### config.mk
export PLATFORM = sky130hd
export DESIGN_NAME = gwbm_best
export DESIGN_NICKNAME = d
export VERILOG_FILES = /design/src/gwbm_pkg.sv /design/src/gwbm_best.sv
export SDC_FILE = /design/constraint.sdc
export NUM_CORES = 1
export LEC_CHECK = 0
export BUFFER_PORTS_ARGS = -buffer_cell sky130_fd_sc_hd__buf_2
export CAP_MARGIN = 40
export CORE_MARGIN = 2
export CORE_UTILIZATION = 45
export CTS_CLUSTER_SIZE = 8
export DETAILED_ROUTE_END_ITERATION = 6
export MAX_ROUTING_LAYER = met4
export PLACE_DENSITY = 0.73
export RECOVER_POWER = 25
export SLEW_MARGIN = 5
export SYNTH_ARGS = -nofsm -noshare
export SYNTH_HDL_FRONTEND = slang
export SYNTH_SLANG_ARGS = --single-unit
export TNS_END_PERCENT = 1
### constraint.sdc
create_clock -name clk_i -period 4.7 [get_ports clk_i]
set_input_delay 0.47 -clock clk_i [delete_from_list [all_inputs] [get_ports clk_i]]
set_output_delay 0.47 -clock clk_i [all_outputs]
set_load 0.005 [all_outputs]
### src/gwbm_pkg.sv
package gwbm_pkg;

  localparam int unsigned IdW     = 6;
  localparam int unsigned WeightW = 16;
  localparam int unsigned CountW  = 6;

  // a run pass never makes more new pairs than this
  localparam logic [CountW-1:0] MaxPairsPerPass = 6'd32;

  typedef enum logic [1:0] {
    CmdAddReq  = 2'd0,
    CmdAddRes  = 2'd1,
    CmdAddEdge = 2'd2,
    CmdRun     = 2'd3
  } cmd_e;

  typedef struct packed {
    logic [1:0]         command;
    logic [IdW-1:0]     rq_id;
    logic [IdW-1:0]     rs_id;
    logic [WeightW-1:0] weight;
  } in_t;

  typedef struct packed {
    logic              pair_valid;
    logic [IdW-1:0]    paired_request;
    logic [IdW-1:0]    paired_resource;
    logic [CountW-1:0] match_total;
    logic              last;
  } out_t;

  // adjacency row access: rd reads a row, set reads then ORs one bit back
  typedef struct packed {
    logic rd;
    logic set;
  } adj_op_t;

  // one candidate request per cycle into the best-weight tracker
  typedef struct packed {
    logic               clear;
    logic               cand_vld;
    logic [WeightW-1:0] cand_w;
    logic [IdW-1:0]     cand_id;
  } cmp_ctrl_t;

  typedef enum logic [6:0] {
    StIdle    = 7'b0000001,
    StEdge    = 7'b0000010,
    StResChk  = 7'b0000100,
    StResWait = 7'b0001000,
    StScan    = 7'b0010000,
    StDecide  = 7'b0100000,
    StFinal   = 7'b1000000
  } state_e;

endpackage

### src/gwbm_best.sv
module gwbm_best import gwbm_pkg::*; #(
  parameter int LIST_DEPTH = 32,
  localparam int LiW = $clog2(LIST_DEPTH)
) (
  input  logic           clk_i,
  input  logic           rst_ni,
  input  cmp_ctrl_t      ctrl_i,
  input  logic [LiW-1:0] cand_idx_i,
  output logic           found_o,
  output logic [LiW-1:0] best_idx_o,
  output logic [IdW-1:0] best_id_o
);

  logic               found_q;
  logic [WeightW-1:0] best_w_q;
  logic [LiW-1:0]     best_idx_q;
  logic [IdW-1:0]     best_id_q;
  logic               take;

  // strict greater: on a tie the earlier request keeps the slot
  assign take = ctrl_i.cand_vld && (!found_q || (ctrl_i.cand_w > best_w_q));

  always_ff @(posedge clk_i or negedge rst_ni) begin
    if (!rst_ni) begin
      found_q <= 1'b0;
    end else if (ctrl_i.clear) begin
      found_q <= 1'b0;
    end else if (take) begin
      found_q <= 1'b1;
    end
  end

  always_ff @(posedge clk_i) begin
    if (!ctrl_i.clear && take) begin
      best_w_q   <= ctrl_i.cand_w;
      best_idx_q <= cand_idx_i;
      best_id_q  <= ctrl_i.cand_id;
    end
  end

  assign found_o    = found_q;
  assign best_idx_o = best_idx_q;
  assign best_id_o  = best_id_q;

endmodule

# Yosys cells after proc, flatten, opt, wreduce, memory -nomap -nowiden
# Index checks and enable logic that the tools add are counted.
# word_totals
regBits	28
in_bits	31
output_inout_bits	12
elab_cells	13
# op_classes
n_lt_le_gt_ge	1
n_mux	2
n_reduce_logical	6
# op_table
op	n
16-bit > comparator	1
1-bit logical AND	2
1-bit logical NOT	2
1-bit two-way mux	2
2-bit nonzero test	1
1-bit logical OR	1

# Logic depth before layout (Yosys ltp)
# logic_depth
depth_word	5
depth_mapped	6
depth_no_buf	6

# Worst setup path before layout
# No wires, ideal clock.
# synth_path
path_type	input to register
from	input port ctrl_i[21] (netlist name)
to	register best_id_q[0], in the netlist best_id_o[0] (enable)
setup_ns	0.388
arrival_ns	2.130
required_time_ns	4.312
path_slack_ns	2.182
cell_stages	5
n_path_buf	0
cell_sequence	ha_1 nand4_2 nor4_2 a21boi_2 o31a_1
# synth_between
elab_chain_cells	4
# synth_rtl
item	line	source
from (decl)	gwbm_best.sv:7	input cmp_ctrl_t ctrl_i,
16-bit > comparator	gwbm_best.sv:21	assign take = ctrl_i.cand_vld && (!found_q || (ctrl_i.cand_w > best_w_q));
1-bit logical OR	gwbm_best.sv:21	
1-bit logical AND	gwbm_best.sv:21	
1-bit logical AND	gwbm_best.sv:34	if (!ctrl_i.clear && take) begin
to (signal assigned)	gwbm_best.sv:37	best_id_q <= ctrl_i.cand_id;
to (decl)	gwbm_best.sv:17	logic [IdW-1:0] best_id_q;
# Every way passes these cells.
# A chain may end at the register's enable or synchronous reset.

# Worst setup path in the final report
# layout_path
from	register best_w_q[15]
to	register best_idx_q[2], in the netlist best_idx_o[2] (enable)
# layout_between
elab_chain_cells	4
# layout_rtl
item	line	source
from (decl)	gwbm_best.sv:15	logic [WeightW-1:0] best_w_q;
from (signal assigned)	gwbm_best.sv:35	best_w_q <= ctrl_i.cand_w;
16-bit > comparator	gwbm_best.sv:21	
1-bit logical OR	gwbm_best.sv:21	
1-bit logical AND	gwbm_best.sv:21	
1-bit logical AND	gwbm_best.sv:34	
to (signal assigned)	gwbm_best.sv:36	best_idx_q <= cand_idx_i;
to (decl)	gwbm_best.sv:16	logic [LiW-1:0] best_idx_q;
# Every way passes these cells.

==> summary.md <==
| Metric | Value |
|---|---|
| Clock share of power | 0.220 |
| Share of the yosys chip area belonging to registers | 0.654 |
| PD cells | 280 mW/mm^2 |
| Cell count of the worst reg-to-reg path | 7 |
| Leakage | 0.717 nW |
| Core Area | 0.00273 mm^2 |
| Comb power frac | 0.123 |
| Slew @ Worst Pin | 757 ps |
| Clk slew on worst S/H paths | 140 ps |
| Relative slew slack | 0.495 |
| Hold Crit Start | cand_idx_i[0] |
| Reg-to-reg critical path endpoint | best_idx_o[2]$_DFFE_PP_ |
| Post-route DRC violation count | 0 |
| Vias per std cell | 4.96 |
| Num CTS Buffers | 3 |
| Synth Area in Compound Gates | 0.0813 |
| Post-CTS sizing | 0 |
| Worst Setup Path Type | flip-flop to flip-flop |
| Sequential power share | 0.656 |
| Worst setup SP type | flip-flop |
| Antenna viol nets, final | 0 |
| Clock sink total | 28 |
| # diodes | 0 |
| Port Buf Inserts | 42 |
| Most used flip-flop cell after synthesis | edfxtp_1 |
| Slew Viols, Final | 0 |
| EDFF count, synth | 27 |
| Mux cell area share after synthesis | 0 |
| Starting density of the core | 0.467 |
| Hold Path End | best_idx_o[0]$_DFFE_PP_ |
| Met2 WL | 936 um |
| Synth Warn # | 0 |
| Post-CTS Setup Bufs | 0 |
| Hold_ws | 313 ps |
| Initial antenna violation count | 0 |
| Xor and xnor area share after synthesis | 0 |
| Simple-gate area share of the yosys netlist | 0.0548 |
| Filler cell count | 213 |
| Most frequent cells in the layout | buf_2 (39), edfxtp_1 (27), inv_1 (18) |
| Final hold viol count | 0 |
| First-pass GRT wire length | 3450 um |
| Worst Hold Path Cells | 1 |
| Initial drt markers | 13 |
| Status | completed |
| Final core occ | 0.576 |
| Die Y | 57.3 um |
| Row count | 19 |
| Worst r2r src | best_w_q[15]$_DFFE_PP_ |
| Tot GR Track Use | 0.144 |
| Setup TNS | 0 ps |
| Post-Syn Instances | 88 |
| Switch share | 0.221 |
| CTS tree | done |
| DPL Wire Length | 1670 um |
| Vias in the first global route | 830 |
| Die area | 0.00328 mm^2 |
| Routed wire length per instance | 12.4 um |
| Syn avg cell area | 14.5 um^2 |
| Final Net Count | 184 |
| Int Pwr | 0.344 mW |
| R2R Setup Slk | 2140 ps |
| Synthesized area | 0.00128 mm^2 |
| Top Ports | 43 |
| Via count | 828 |
| Psw | 0.0974 mW |
| Final Critical Period | 2560 ps |
| Congestion Overflow GR | 0 |
| Critical path's slowest cell | o31a_1 |
| WL met3 | 161 um |
| Max clock buf depth | 2 |
| CP peak stage delay | 640 ps |
| Max capacitance violation total | 0 |
| Gp weighted congestion | 0.845 |
| Worst Path Arrival | 2610 ps |
| Setup Skew | 6.60 ps |
| Top sig layer | met4 |
| Layout cell share with drive strength beyond 1 | 0.346 |
| Worst min-delay path class | input port to flip-flop |
| Root Buffer | clkbuf_4 |
| RSZ-0062 raised after global routing | no |
| Multi-input combinational cell area | 374 um^2 |
| Largest net degree at the start of global routing | 16 |
| Area delta synth->final | 23.2% |
| Crit path max-delay family | compound AO/OA/AOI/OAI gates |
| Crit path capture type | flip-flop |
| Die width | 57.3 um |
| Register area | 836 um^2 |
| Ys async rst share | 0.0357 |
| Worst path bufs/invs | 2 |
| Fmax | 390 MHz |
| Synthesized net count | 135 |
| Crit-path max FO | 15 |
| Final Setup Violations | 0 |
| Adder-cell share of the synthesized area | 0.157 |
| CP Data Required Time | 4750 ps |
| Clk_lat worst skew | 320 ps |
| Distinct cells, synth | 21 |
| Number of synthesized register bits | 28 |
| Largest family of logic cells by synthesized area | adder cells |
| H-tree depth | 1 |
| Final wirelength | 2070 um |
| First-pass DRT Iterations | 4 |
| Leading cell type in the layout, fill and taps excluded | buf_2 |
| Metal-1 WL | 933 um |
| VDD IR max | 0.231 mV |
| Cell chain of the critical path | inv_1, ha_1, nand4_2, nor4_2, a21boi_2, o31a_1, buf_8 |
| Period utilization | 0.545 |
==> metrics by stage <==
stage / instances / area [um^2] / worst slack [ps] / power [mW]
6_report: 167 / 1570 / 2140 / 0.441
4_1_cts: 167 / 1580 / 2110 / 0.448
3_3_place_gp: 161 / 1530 / 1800 / 0.347
2_1_floorplan: 88 / 1280 / 2180 / 0.323
5_1_grt: 167 / 1570 / 2000 / 0.464
3_5_place_dp: 162 / 1540 / 1900 / 0.350
==> area by class of cell <==
cell class	instances	share of cell area
inverter	18	0.0429
clock buffer	3	0.0143
tap	31	0.0246
clock inverter	1	0.00238
sequential	28	0.531
multi-input combinational	42	0.238
timing repair buffer	44	0.147
==> synth_stat cells (2+ instances only) <==
master	n	area, um^2
a21oi_1	6	30.0
o21ai_0	2	10.0
edfxtp_1	27	811
nand2_1	4	15.0
ha_1	16	200
inv_1	18	67.6
==> worst register-to-register path, stage by stage (launching register included) <==
cell and delay [ps]:
edfxtp_1 360, inv_1 40, ha_1 310, nand4_2 150, nor4_2 340, a21boi_2 210, o31a_1 640, buf_8 240
==> timing repair <==
| item | CTS | global route |
|---|---|---|
| endpoints found under the hold margin | 1 | 0 |
| endpoints found under the setup margin | 0 | 0 |
| hold buffers | 1 | 0 |
==> per-layer routing <==
layer / vias to the layer above / GRT usage
met3: 4 / 0.0317
met5: - / -
met1: 373 / 0.171
met4: 0 / 0.0598
li1: 415 / -
met2: 36 / 0.238
==> flip-flops by register name, indices dropped and copies added (netlist names) <==
name / flops
best_id_o: 6
best_idx_o: 5
found_o: 1
best_w_q: 16
==> power groups by stage <==
stage               logic, mW  clock network (mW)  registers, mW
floorplan              0.0267                   0          0.296
CTS                    0.0562               0.102          0.290
detailed placement     0.0551                   0          0.295
global placement       0.0513                   0          0.295
global route           0.0626               0.111          0.291
finish                 0.0544              0.0973          0.290
==> how the worst max path moves through the flow <==
stage | from | endpoint | slack [ps] | depth (start not counted)
2_1_floorplan | ctrl_i[21] | best_id_o[0]$_DFFE_PP_ | 2180 | 5
3_3_place_gp | ctrl_i[21] | best_id_o[4]$_DFFE_PP_ | 1800 | 6
3_5_place_dp | ctrl_i[21] | best_id_o[3]$_DFFE_PP_ | 1900 | 7
4_1_cts | best_w_q[15]$_DFFE_PP_ | best_idx_o[2]$_DFFE_PP_ | 2110 | 7
5_1_grt | best_w_q[15]$_DFFE_PP_ | best_idx_o[2]$_DFFE_PP_ | 2000 | 7
6_report | best_w_q[15]$_DFFE_PP_ | best_idx_o[2]$_DFFE_PP_ | 2140 | 7
==> cells by family after synthesis <==
logic type	after synthesis
AND/OR/NAND/NOR	11
AO/OA/AOI/OAI	15
adder cells (fa/ha/maj)	16
buffers and inverters	18
flip-flops	28
Power figures use the tool's default switching activity.
