`src/gwbm_pkg.sv`:
```
package gwbm_pkg;

  localparam int unsigned IdW     = 6;
  localparam int unsigned WeightW = 16;
  localparam int unsigned CountW  = 6;

  // a run pass never makes more new pairs than this
  localparam logic [CountW-1:0] MaxPairsPerPass = 6'd32;

  typedef enum logic [1:0] {
    CmdAddReq  = 2'd0,
    CmdAddRes  = 2'd1,
    CmdAddEdge = 2'd2,
    CmdRun     = 2'd3
  } cmd_e;

  typedef struct packed {
    logic [1:0]         command;
    logic [IdW-1:0]     rq_id;
    logic [IdW-1:0]     rs_id;
    logic [WeightW-1:0] weight;
  } in_t;

  typedef struct packed {
    logic              pair_valid;
    logic [IdW-1:0]    paired_request;
    logic [IdW-1:0]    paired_resource;
    logic [CountW-1:0] match_total;
    logic              last;
  } out_t;

  // adjacency row access: rd reads a row, set reads then ORs one bit back
  typedef struct packed {
    logic rd;
    logic set;
  } adj_op_t;

  // one candidate request per cycle into the best-weight tracker
  typedef struct packed {
    logic               clear;
    logic               cand_vld;
    logic [WeightW-1:0] cand_w;
    logic [IdW-1:0]     cand_id;
  } cmp_ctrl_t;

  typedef enum logic [6:0] {
    StIdle    = 7'b0000001,
    StEdge    = 7'b0000010,
    StResChk  = 7'b0000100,
    StResWait = 7'b0001000,
    StScan    = 7'b0010000,
    StDecide  = 7'b0100000,
    StFinal   = 7'b1000000
  } state_e;

endpackage

```
`src/gwbm_adj.sv`:
```
module gwbm_adj import gwbm_pkg::*; #(
  parameter int ID_SPACE = 64,
  localparam int IdxW = $clog2(ID_SPACE)
) (
  input  logic                clk_i,
  input  logic                rst_ni,
  input  adj_op_t             op_i,
  input  logic [IdxW-1:0]     row_i,
  input  logic [IdxW-1:0]     col_i,
  output logic [ID_SPACE-1:0] row_o
);

  // one row per resource id, one bit per request id
  logic [ID_SPACE-1:0] mem [ID_SPACE];
  logic [ID_SPACE-1:0] row_vld_q;
  logic [ID_SPACE-1:0] rd_data_q;
  logic                rd_vld_q;
  logic                pend_q;
  logic [IdxW-1:0]     pend_row_q;
  logic [IdxW-1:0]     pend_col_q;
  logic [ID_SPACE-1:0] wdata;
  logic                rd_en;

  assign rd_en = op_i.rd || op_i.set;
  // rows never written read as empty
  assign row_o = rd_vld_q ? rd_data_q : '0;
  assign wdata = row_o | (ID_SPACE'(1) << pend_col_q);

  always_ff @(posedge clk_i) begin
    if (pend_q) begin
      mem[pend_row_q] <= wdata;
    end
    if (rd_en) begin
      rd_data_q <= mem[row_i];
    end
    if (op_i.set) begin
      pend_row_q <= row_i;
      pend_col_q <= col_i;
    end
  end

  always_ff @(posedge clk_i or negedge rst_ni) begin
    if (!rst_ni) begin
      row_vld_q <= '0;
      rd_vld_q  <= 1'b0;
      pend_q    <= 1'b0;
    end else begin
      pend_q <= op_i.set;
      if (rd_en) begin
        rd_vld_q <= row_vld_q[row_i];
      end
      if (pend_q) begin
        row_vld_q[pend_row_q] <= 1'b1;
      end
    end
  end

endmodule

```
`config.mk`:
```
export PLATFORM = sky130hd
export DESIGN_NAME = gwbm_adj
export DESIGN_NICKNAME = d
export VERILOG_FILES = /design/src/gwbm_pkg.sv /design/src/gwbm_adj.sv
export SDC_FILE = /design/constraint.sdc
export NUM_CORES = 2
export LEC_CHECK = 0
export BUFFER_PORTS_ARGS = -buffer_cell sky130_fd_sc_hd__buf_2
export CORE_MARGIN = 2
export CORE_UTILIZATION = 63
export CTS_CLUSTER_DIAMETER = 30
export DETAILED_ROUTE_END_ITERATION = 7
export PLACE_DENSITY = 0.79
export SLEW_MARGIN = 20
export SYNTH_ARGS = -nofsm -noshare
export SYNTH_HDL_FRONTEND = slang
export SYNTH_SLANG_ARGS = --single-unit
```
`constraint.sdc`:
```
create_clock -name clk_i -period 8.13 [get_ports clk_i]
set_input_delay 0.813 -clock clk_i [delete_from_list [all_inputs] [get_ports clk_i]]
set_output_delay 0.813 -clock clk_i [all_outputs]
set_load 0.02 [all_outputs]
```
==> impl_metrics.env, run 1 <==
export IMPL_yosysWarnings=0
export IMPL_syn_inst=6852
export IMPL_synth_main_ff_cell="edfxtp_1"
export IMPL_synth_seq_area_share_pct=79.4
export IMPL_cts_root_buf="clkbuf_16"
export IMPL_postCtsSetupBuffers=0
export IMPL_rows=184
export IMPL_synthesis_nets=6868
export IMPL_grt_pass1_wl_mm=726
export IMPL_max_clock_path_buffers=4
export IMPL_die_x_um=508
export IMPL_ios=80
export IMPL_outcome="stopped before the end"
export IMPL_synth_seq_cells=4238
export IMPL_place_ws_ns=3.88
export IMPL_synth_top_area_share_pct=78.4
export IMPL_synth_area_leaders="edfxtp_1 78%, mux4_2 15%, a22oi_1 2.4%"
export IMPL_grt_max_degree=152
export IMPL_initial_utilization_pct=63.4
export IMPL_error_line="Error: net798 60 pin not visited #guides = 290"
export IMPL_dp_hpwl_mm=218
export IMPL_postSynthAreaPerCell_um2=23.3
export IMPL_postCtsHoldBufs=0
export IMPL_ys_async_sr_fraction_pct=1.56
export IMPL_cts_resized=0
export IMPL_htreeDepth=6
export IMPL_synth_common_cells="4172 x edfxtp_1, 1040 x mux4_2, 512 x a22oi_1, 257 x a21oi_1, 216 x clkbuf_1"
export IMPL_place_congestion=0.822
export IMPL_cts_made_buffers=619
export IMPL_antenna_found_initial=38
export IMPL_netlist_area_um2=160000
export IMPL_dieHeight_um=508
export IMPL_cts_sinks=4238
export IMPL_synth_largest_area_cell="edfxtp_1"
export IMPL_stop_stage="detailed routing (5_2_route)"
export IMPL_synth_most_common_cell="edfxtp_1"
export IMPL_synth_cell_type_count=33
export IMPL_synth_edff_count=4172
export IMPL_grt_usage_pct=41.5
export IMPL_placed_area_um2=166000
export IMPL_grt_pass1_vias=91200
export IMPL_grt_ovfl_total=0
export IMPL_port_buffer_count=79
-- metal layers --
| metal | track usage (%) |
|---|---|
| met5 | 0.296 |
| met4 | 27.2 |
| met3 | 15.4 |
| met2 | 61.8 |
| met1 | 51.8 |
-- cells by family after synthesis --
family | Yosys count | share of synthesized area (%)
AND/OR/NAND/NOR | 330 | 1.20
buffers and inverters | 399 | 1.11
multiplexers | 1048 | 14.7
flip-flops | 4238 | 79.4
AO/OA/AOI/OAI | 837 | 3.53
-- metrics by stage --
stage | hold WS (ns) | util (%) | std cells
2_1_floorplan | 0.434 | - | 6852
3_3_place_gp | 0.445 | 65.8 | 10100
3_5_place_dp | 0.448 | 65.8 | 10100
4_1_cts | 0.00943 | 74.1 | 11200
5_1_grt | 0.0832 | 74.6 | 11300
==> run 2, diff against run 1 <==
--- a/config.mk
+++ b/config.mk
@@ -7,10 +7,9 @@
 export LEC_CHECK = 0
 export BUFFER_PORTS_ARGS = -buffer_cell sky130_fd_sc_hd__buf_2
 export CORE_MARGIN = 2
-export CORE_UTILIZATION = 63
-export CTS_CLUSTER_DIAMETER = 30
+export CORE_UTILIZATION = 40
 export DETAILED_ROUTE_END_ITERATION = 7
-export PLACE_DENSITY = 0.79
+export PLACE_DENSITY_LB_ADDON = 0.15
 export SLEW_MARGIN = 20
 export SYNTH_ARGS = -nofsm -noshare
 export SYNTH_HDL_FRONTEND = slang
==> run 2 against run 1 <==
Global-route usage down 17 points. Synthesized cell count unchanged. The run now ends clean. Area after synthesis unchanged.
==> impl_metrics.env, run 2 <==
export IMPL_htreeDepth=5
export IMPL_wl_per_cell_um=39.1
export IMPL_slowest_delay_ns=0.92
export IMPL_finalCritPeriodShare_pct=56.2
export IMPL_clk_pin_slew_ns=0.06
export IMPL_rows=232
export IMPL_power_leakage_nw=57.9
export IMPL_layout_common_cells="4172 x edfxtp_1, 1040 x mux4_2, 512 x a22oi_1"
export IMPL_initialDrtViolationCount=10500
export IMPL_grt_usage_pct=24.6
export IMPL_clock_skew_ns=0.0310
export IMPL_nFillCells=32700
export IMPL_synth_seq_area_share_pct=79.4
export IMPL_slew_viol_final=0
export IMPL_slew_headroom_pct=20.3
export IMPL_synth_area_leaders="edfxtp_1 78%, mux4_2 15%, a22oi_1 2.4%"
export IMPL_coreArea_um2=399000
export IMPL_yosysWarnings=0
export IMPL_fmax_mhz=219
export IMPL_die_x_um=636
export IMPL_dp_cells=12000
export IMPL_fin_nets=7255
export IMPL_port_buffer_count=79
export IMPL_drv_cap=0
export IMPL_ff_latch_area_um2=127000
export IMPL_setup_viol=0
export IMPL_syn2layout_area_growth_pct=15.3
export IMPL_hold_ws_ns=0.139
export IMPL_grt_busiest_layer="met2"
export IMPL_crit_family="buffers and inverters"
export IMPL_ios=80
export IMPL_dp_hpwl_mm=241
export IMPL_cts_made_buffers=440
export IMPL_rsz0062_at_grt="no"
export IMPL_synth_top_area_share_pct=78.4
export IMPL_dieHeight_um=636
export IMPL_fin_cells=12900
export IMPL_hold_depth=1
export IMPL_regMostFlops="mem"
export IMPL_antenna_left=0
export IMPL_grt_max_degree=143
export IMPL_cts_sinks=4238
export IMPL_hold_path_class="in -> reg"
export IMPL_critPathMaxFanout=40
export IMPL_netlist_area_um2=160000
export IMPL_vias=78900
export IMPL_drc=0
export IMPL_worstSetupPathDepth=3
export IMPL_grt_pass1_wl_mm=682
export IMPL_power_per_cell_area_nw_per_um2=261
export IMPL_outcome="completed"
export IMPL_layout_min_cycle_time_ns=4.57
export IMPL_first_pass_iters=5
export IMPL_tightestPinTransition_ns=1.20
export IMPL_fin_setup_tns_ns=0
export IMPL_met1_usage_pct=33.2
export IMPL_insertion_delay_ns=0.98
export IMPL_critPathLaunchType="flip-flop"
export IMPL_final_core_util_pct=46.2
export IMPL_largest_register_ffs=4096
export IMPL_p_total_mw=48.0
export IMPL_synth_largest_area_cell="edfxtp_1"
export IMPL_synth_main_ff_cell="edfxtp_1"
export IMPL_crit_path_top_delay_cell="buf_4"
export IMPL_met2_usage_pct=41.5
export IMPL_synth_common_cells="4172 x edfxtp_1, 1040 x mux4_2, 512 x a22oi_1, 257 x a21oi_1, 216 x clkbuf_1"
export IMPL_end_kind="output pin"
export IMPL_crit_buf_inv=2
export IMPL_synth_cell_type_count=33
export IMPL_cts_tree="built"
export IMPL_place_congestion=0.772
export IMPL_initial_utilization_pct=40.1
export IMPL_arrival_ns=3.76
export IMPL_syn_inst=6852
export IMPL_grt_use_met3_pct=3.47
export IMPL_layout_commonest_cell="edfxtp_1"
export IMPL_final_hold_viol_count=0
export IMPL_grt_pass1_vias=79600
export IMPL_cts_resized=0
export IMPL_crit_chain="buf_4, and2_1, buf_2"
export IMPL_synth_seq_cells=4238
export IMPL_grt_ovfl_total=0
export IMPL_worst_r2r_path_depth=5
export IMPL_synth_edff_count=4172
export IMPL_cts_root_buf="clkbuf_16"
export IMPL_reg_largest_list="mem (4096), rd_data_q (64), row_vld_q (64)"
export IMPL_drive_gt1_share_pct=29.1
export IMPL_synth_most_common_cell="edfxtp_1"
export IMPL_ys_async_sr_fraction_pct=1.56
export IMPL_max_clock_path_buffers=4
export IMPL_synthesis_nets=6868
export IMPL_die_area_um2=405000
export IMPL_finalWirelength_mm=504
export IMPL_crit_type="reg -> out"
export IMPL_multi_input_area_um2=32300
export IMPL_crit_required_ns=7.32
export IMPL_antenna_found_initial=29
export IMPL_vias_per_cell=6.12
export IMPL_postSynthAreaPerCell_um2=23.3
export IMPL_vdd_drop_max_v=0.000196
-- run 2: report_power, final --
part / total [mW] / internal, mW / switching [mW]
clock: 20.0 / 11.6 / 8.47
combinational: 3.05 / 1.04 / 2.01
sequential: 24.9 / 24.8 / 0.120
total: 48.0 / 37.4 / 10.6
-- run 2: area by class of cell --
class                      count  area share [%]
antenna                        6         0.00815
sequential                  4238            68.9
clock inverter               277            1.42
clock buffer                 533            6.27
inverter                       2         0.00679
timing repair buffer         342            2.23
multi-input combinational   2215            17.6
tap                         5265            3.58
-- run 2: through the flow --
stage          cell area [um2]  setup WS (ns)
3_5_place_dp            169000           3.66
2_1_floorplan           160000           2.16
5_1_grt                 184000           3.57
6_report                184000           3.56
3_3_place_gp            169000           3.66
4_1_cts                 183000           3.45
-- run 2: final timing paths --
path	endpoint	start	slack [ns]
hold / removal	pend_col_q[3]	col_i[3]	0.14
setup reg to reg	mem[61][43]	pend_row_q[2]	4.20
setup / recovery	row_o[14]	rd_vld_q	3.56
min in group asynchronous	row_vld_q[60]	rst_ni	0.79
max in group asynchronous	rd_vld_q	rst_ni	6.66
hold reg to reg	row_vld_q[19]	row_vld_q[19]	0.46
-- run 2: cell families after synthesis --
kind of cell	after synthesis	synth area share (%)
multiplexers	1048	14.7
AND/OR/NAND/NOR	330	1.20
AO/OA/AOI/OAI	837	3.53
buffers and inverters	399	1.11
flip-flops	4238	79.4
-- run 2: what timing repair did --
item | CTS | global route
hold buffers | 5 | 0
setup buffers | 0 | 0
endpoints found under the setup margin | 0 | 0
hold endpoints to repair | 70 | 0
-- run 2: routing by layer --
layer,up-vias,part of all wire (%)
li1,30400,-
met1,44200,40
met2,3527,50
met3,751,6.9
met4,0,3.4
met5,-,0
(Power assumes the default switching activity.)
